$ cat config.mk
export PLATFORM = sky130hd
export DESIGN_NAME = eth_ram
export DESIGN_NICKNAME = d
export VERILOG_FILES = /design/src/rtl/eth_ram.sv
export SDC_FILE = /design/constraint.sdc
export NUM_CORES = 1
export LEC_CHECK = 0
export ABC_AREA = 1
export ABC_CLOCK_PERIOD_IN_PS = 3500
export BUFFER_PORTS_ARGS = -buffer_cell sky130_fd_sc_hd__buf_2
export CORE_ASPECT_RATIO = 1.5
export CORE_MARGIN = 2
export CORE_UTILIZATION = 40
export CTS_BUF_LIST = sky130_fd_sc_hd__clkbuf_8 sky130_fd_sc_hd__clkbuf_16
export CTS_CLUSTER_DIAMETER = 50
export CTS_CLUSTER_SIZE = 16
export DETAILED_ROUTE_END_ITERATION = 12
export SLEW_MARGIN = 20
export SYNTH_ARGS = -nofsm -noshare
export SYNTH_HDL_FRONTEND = slang
export SYNTH_SLANG_ARGS = --single-unit
$ cat constraint.sdc
create_clock -name clk -period 3.5 [get_ports clk]
set_clock_uncertainty 0.05 [all_clocks]
set_input_delay 0.525 -clock clk [delete_from_list [all_inputs] [get_ports clk]]
set_output_delay 0.525 -clock clk [all_outputs]
set_load 0.02 [all_outputs]
$ cat src/rtl/eth_ram.sv
`timescale 1ns / 1ps
`default_nettype none
// Generic simple dual-port RAM: one write port, one read port with registered data.
// No dependencies.
module eth_ram #(
  parameter int WIDTH = 8,
  parameter int DEPTH = 16,
  localparam int AW = $clog2(DEPTH)
) (
  input  logic             clk,
  input  logic             we,
  input  logic [AW-1:0]    waddr,
  input  logic [WIDTH-1:0] wdata,
  input  logic             re,
  input  logic [AW-1:0]    raddr,
  output logic [WIDTH-1:0] rdata
);

  logic [WIDTH-1:0] mem [DEPTH];
  logic [WIDTH-1:0] rdata_r;

  always_ff @(posedge clk) begin
    if (we) begin
      mem[waddr] <= wdata;
    end
    if (re) begin
      rdata_r <= mem[raddr];
    end
  end

  assign rdata = rdata_r;

endmodule
`default_nettype wire
Word level (Yosys, flattened, before mapping). Memories as Yosys holds them, arrays and structs flattened. A register that Yosys moved wholly into a read port is not among the register bits. Cells that the tools add are included.

Bits in registers: 0. Bits in writable memories: 128. Output and inout port bits: 8. Word-level logic and storage cells: 3. Memories: 1.

Mux-type cells: 2.

Memories: mem (depth 16, bits a word 8, read ports 1, clocked after memory_dff 1, wr ports 1, RTL line 19) `logic [WIDTH-1:0] mem [DEPTH];`.

Operators by type and width (count): $mux W1 (2).

Logic depth before layout (Yosys ltp).
Word-level depth: 2. Mapped depth: 8. Depth with buffers taken out: 7.

Worst setup path after synthesis. Ideal clock, no wire load.

Kind: input -> register. Start: in waddr[2]. End: mem mem[10][0] (enable). Data arrival time: 1106 ps. Data required time: 3080 ps. Setup slack: 1974 ps. Stages on the path: 2. Buffers on the path: 0. Cells stage by stage: nand3b_1 nor2_1.

RTL lines: start: declaration (RTL line 12) `input logic [AW-1:0] waddr,`; end: declaration (RTL line 19).

No word-level cell before the write port.

==> impl_metrics.ini <==
[floorplanning]
core_um2 = 14400
io_pins = 27
num_rows = 54
start_util = 0.406
die_area_um2 = 15600
chipWidth_um = 103
die_h_um = 152

[cells_and_area]
fin_nets = 595
drive_gt1_frac = 0.107
n_fill_cell = 1276
area_growth_pct = 14.2
antenna_cells = 0

[synth]
yosys.area.top_type = edfxtp_1
yosysTopAreaCellShare = 0.698
synth_area_leaders = edfxtp_1, nand2_1, nand3_1, inv_1, buf_6
synthTopCellsByCount = nand2_1, edfxtp_1, inv_1
yosysWarnings = 0
synthCells = 551
ys_ff_latch = 136
syn_area_um2 = 5850
synth_edf_count = 136
synth-main-ff-cell = edfxtp_1
avgSynthCellArea_um2 = 10.6
async_flop_share = 0
synth_most_common_cell = nand2_1
synth_nets = 570
ys_types = 11
yosysSeqAreaShare = 0.698

[clocking]
clkLatencyLatePin_ns = 0.42
cts_buffers = 17
clock_tree.buffer_depth = 2
h-tree-depth = 4
cts_hold_buf = 0
tritoncts = yes
clk_pin_slew_ns = 0.06
cts_sinks = 136
clockRootBuffer = clkbuf_16
ctsResizeCount = 0
postCtsSetupRepairBufs = 0

[power]
comb_power_share = 0.058
p_sw_uw = 885
powerDensity_nw_per_um2 = 575
power.total_uw = 3840
switching_share = 0.230
ir_worst_vdd_uv = 248
p_clk_frac = 0.463
p_int_uw = 2960
p_leak_uw = 0.00284
seqPwrFrac = 0.480

[worst_setup_path]
path_class = input port to flip-flop
cp.arrival_ns = 1.83
crit_fanout = 64
required_ns = 3.63
r2r_start = mem[7][4]
end_kind = flip-flop
start_kind = input port
reg2reg_setup_slack_ns = 2.22
rr_worst_depth = 6
r2r_end = rdata[4]

[grt]
grtUsageMet2 = 0.313
grt_pass1_wl_um = 20100
grt_use_met3 = 0.0396
overflow = 0
antenna_found_initial = 0
grt_use_met1 = 0.210
grt_max_degree = 65
grt_pass1_vias = 3615
grt_usage = 0.179
busiest_layer = met2

[routing]
routed_wl_um = 13000
drc = 0
ant_nets = 0
vias_per_cell = 4.80
vias = 3767
routedWlPerCell_um = 16.6
drt_iter0_drc = 291
firstDrtPassIters = 4

[timing]
rsz0062_at_grt = no
fin_hold_ws_ns = 0.423
maxSlewHeadroom = 0.380
finalCritPeriodShare = 0.486
max_freq_ghz = 0.588
tns_ns = 0
finalHoldViolCount = 0
tightestPinTransition_ns = 0.926
slew_viol_final = 0
period_needed_ns = 1.70
setup_violations = 0

[min_path]
hold_end = rdata[4]
hold_start = re
whs_path_depth = 1
holdCritPathClass = input port to flip-flop

[job]
max_cap_violations = 0

[placement]
io_buffers = 26
finalWeightedCongestion = 0.813
dp_hpwl_um = 8330

[status]
status = completed
[critical path, cell delays in order]
cell     delay [ns]
buf_2          0.09
buf_4          0.52
nand2_1        0.12
nand3_1        0.14
nand3_1        0.18
nand3_1        0.15
nand2_1        0.06
[layer usage]
layer / part of all wire / wire length, um
met1: 0.40 / 5150
met2: 0.54 / 7060
met3: 0.039 / 514
met4: 0.024 / 307
met5: 0 / 0
[cell usage in the layout, fill, tap and decap left out, drive strengths merged]
master    instances
buf              30
bufinv            2
clkbuf           17
clkinv            2
clkinvlp          2
edfxtp          136
inv             111
nand2           173
nand3            97
nand3b            2
nor2             17
[cells by family after synthesis]
family	count (synthesis)	synth area share
DFF	136	0.698
buffers and inverters	126	0.0939
and+or+nand+nor	289	0.208
[worst max path at each step]
| stage | startpoint | end | slack [ns] | cells after the start |
|---|---|---|---|---|
| 2_1_floorplan | waddr[2] | mem[10][0] | 1.97 | 2 |
| 3_3_place_gp | raddr[0] | rdata[4] | 1.38 | 7 |
| 3_5_place_dp | raddr[0] | rdata[5] | 1.39 | 7 |
| 4_1_cts | raddr[0] | rdata[5] | 1.83 | 7 |
| 5_1_grt | raddr[0] | rdata[5] | 1.71 | 7 |
| 6_report | raddr[0] | rdata[4] | 1.80 | 7 |
[power groups by stage]
| stage | registers, uW | logic, uW | clock network [uW] |
|---|---|---|---|
| after floorplan | 1890 | 129 | 0 |
| after global placement | 1880 | 220 | 0 |
| after detailed placement | 1880 | 223 | 0 |
| after CTS | 1840 | 224 | 1790 |
| after global routing | 1850 | 247 | 1860 |
| final | 1840 | 221 | 1780 |
[cell type report]
type                    count  area (um2)  area share
repair buffers             30         160      0.0240
inverters                 102         383      0.0573
clock inverters            15         165      0.0247
well taps                 196         245      0.0367
clock buffers              17         425      0.0637
flip-flops and latches    136        4080       0.612
multi-input cells         289        1210       0.182
[sequential cells by signal, summed over array words and instances (netlist names)]
register	cells
mem	128
rdata	8
[metrics by stage]
step | util | instance area [um2] | setup slack, ns | instances
CTS | 0.464 | 6680 | 1.83 | 785
detailed placement | 0.423 | 6090 | 1.39 | 753
global route | 0.464 | 6680 | 1.71 | 785
floorplan | - | 5850 | 1.97 | 551
global placement | 0.423 | 6090 | 1.38 | 753
finish | 0.464 | 6680 | 1.80 | 785
No activity file was read; power rests on OpenSTA's default activity.
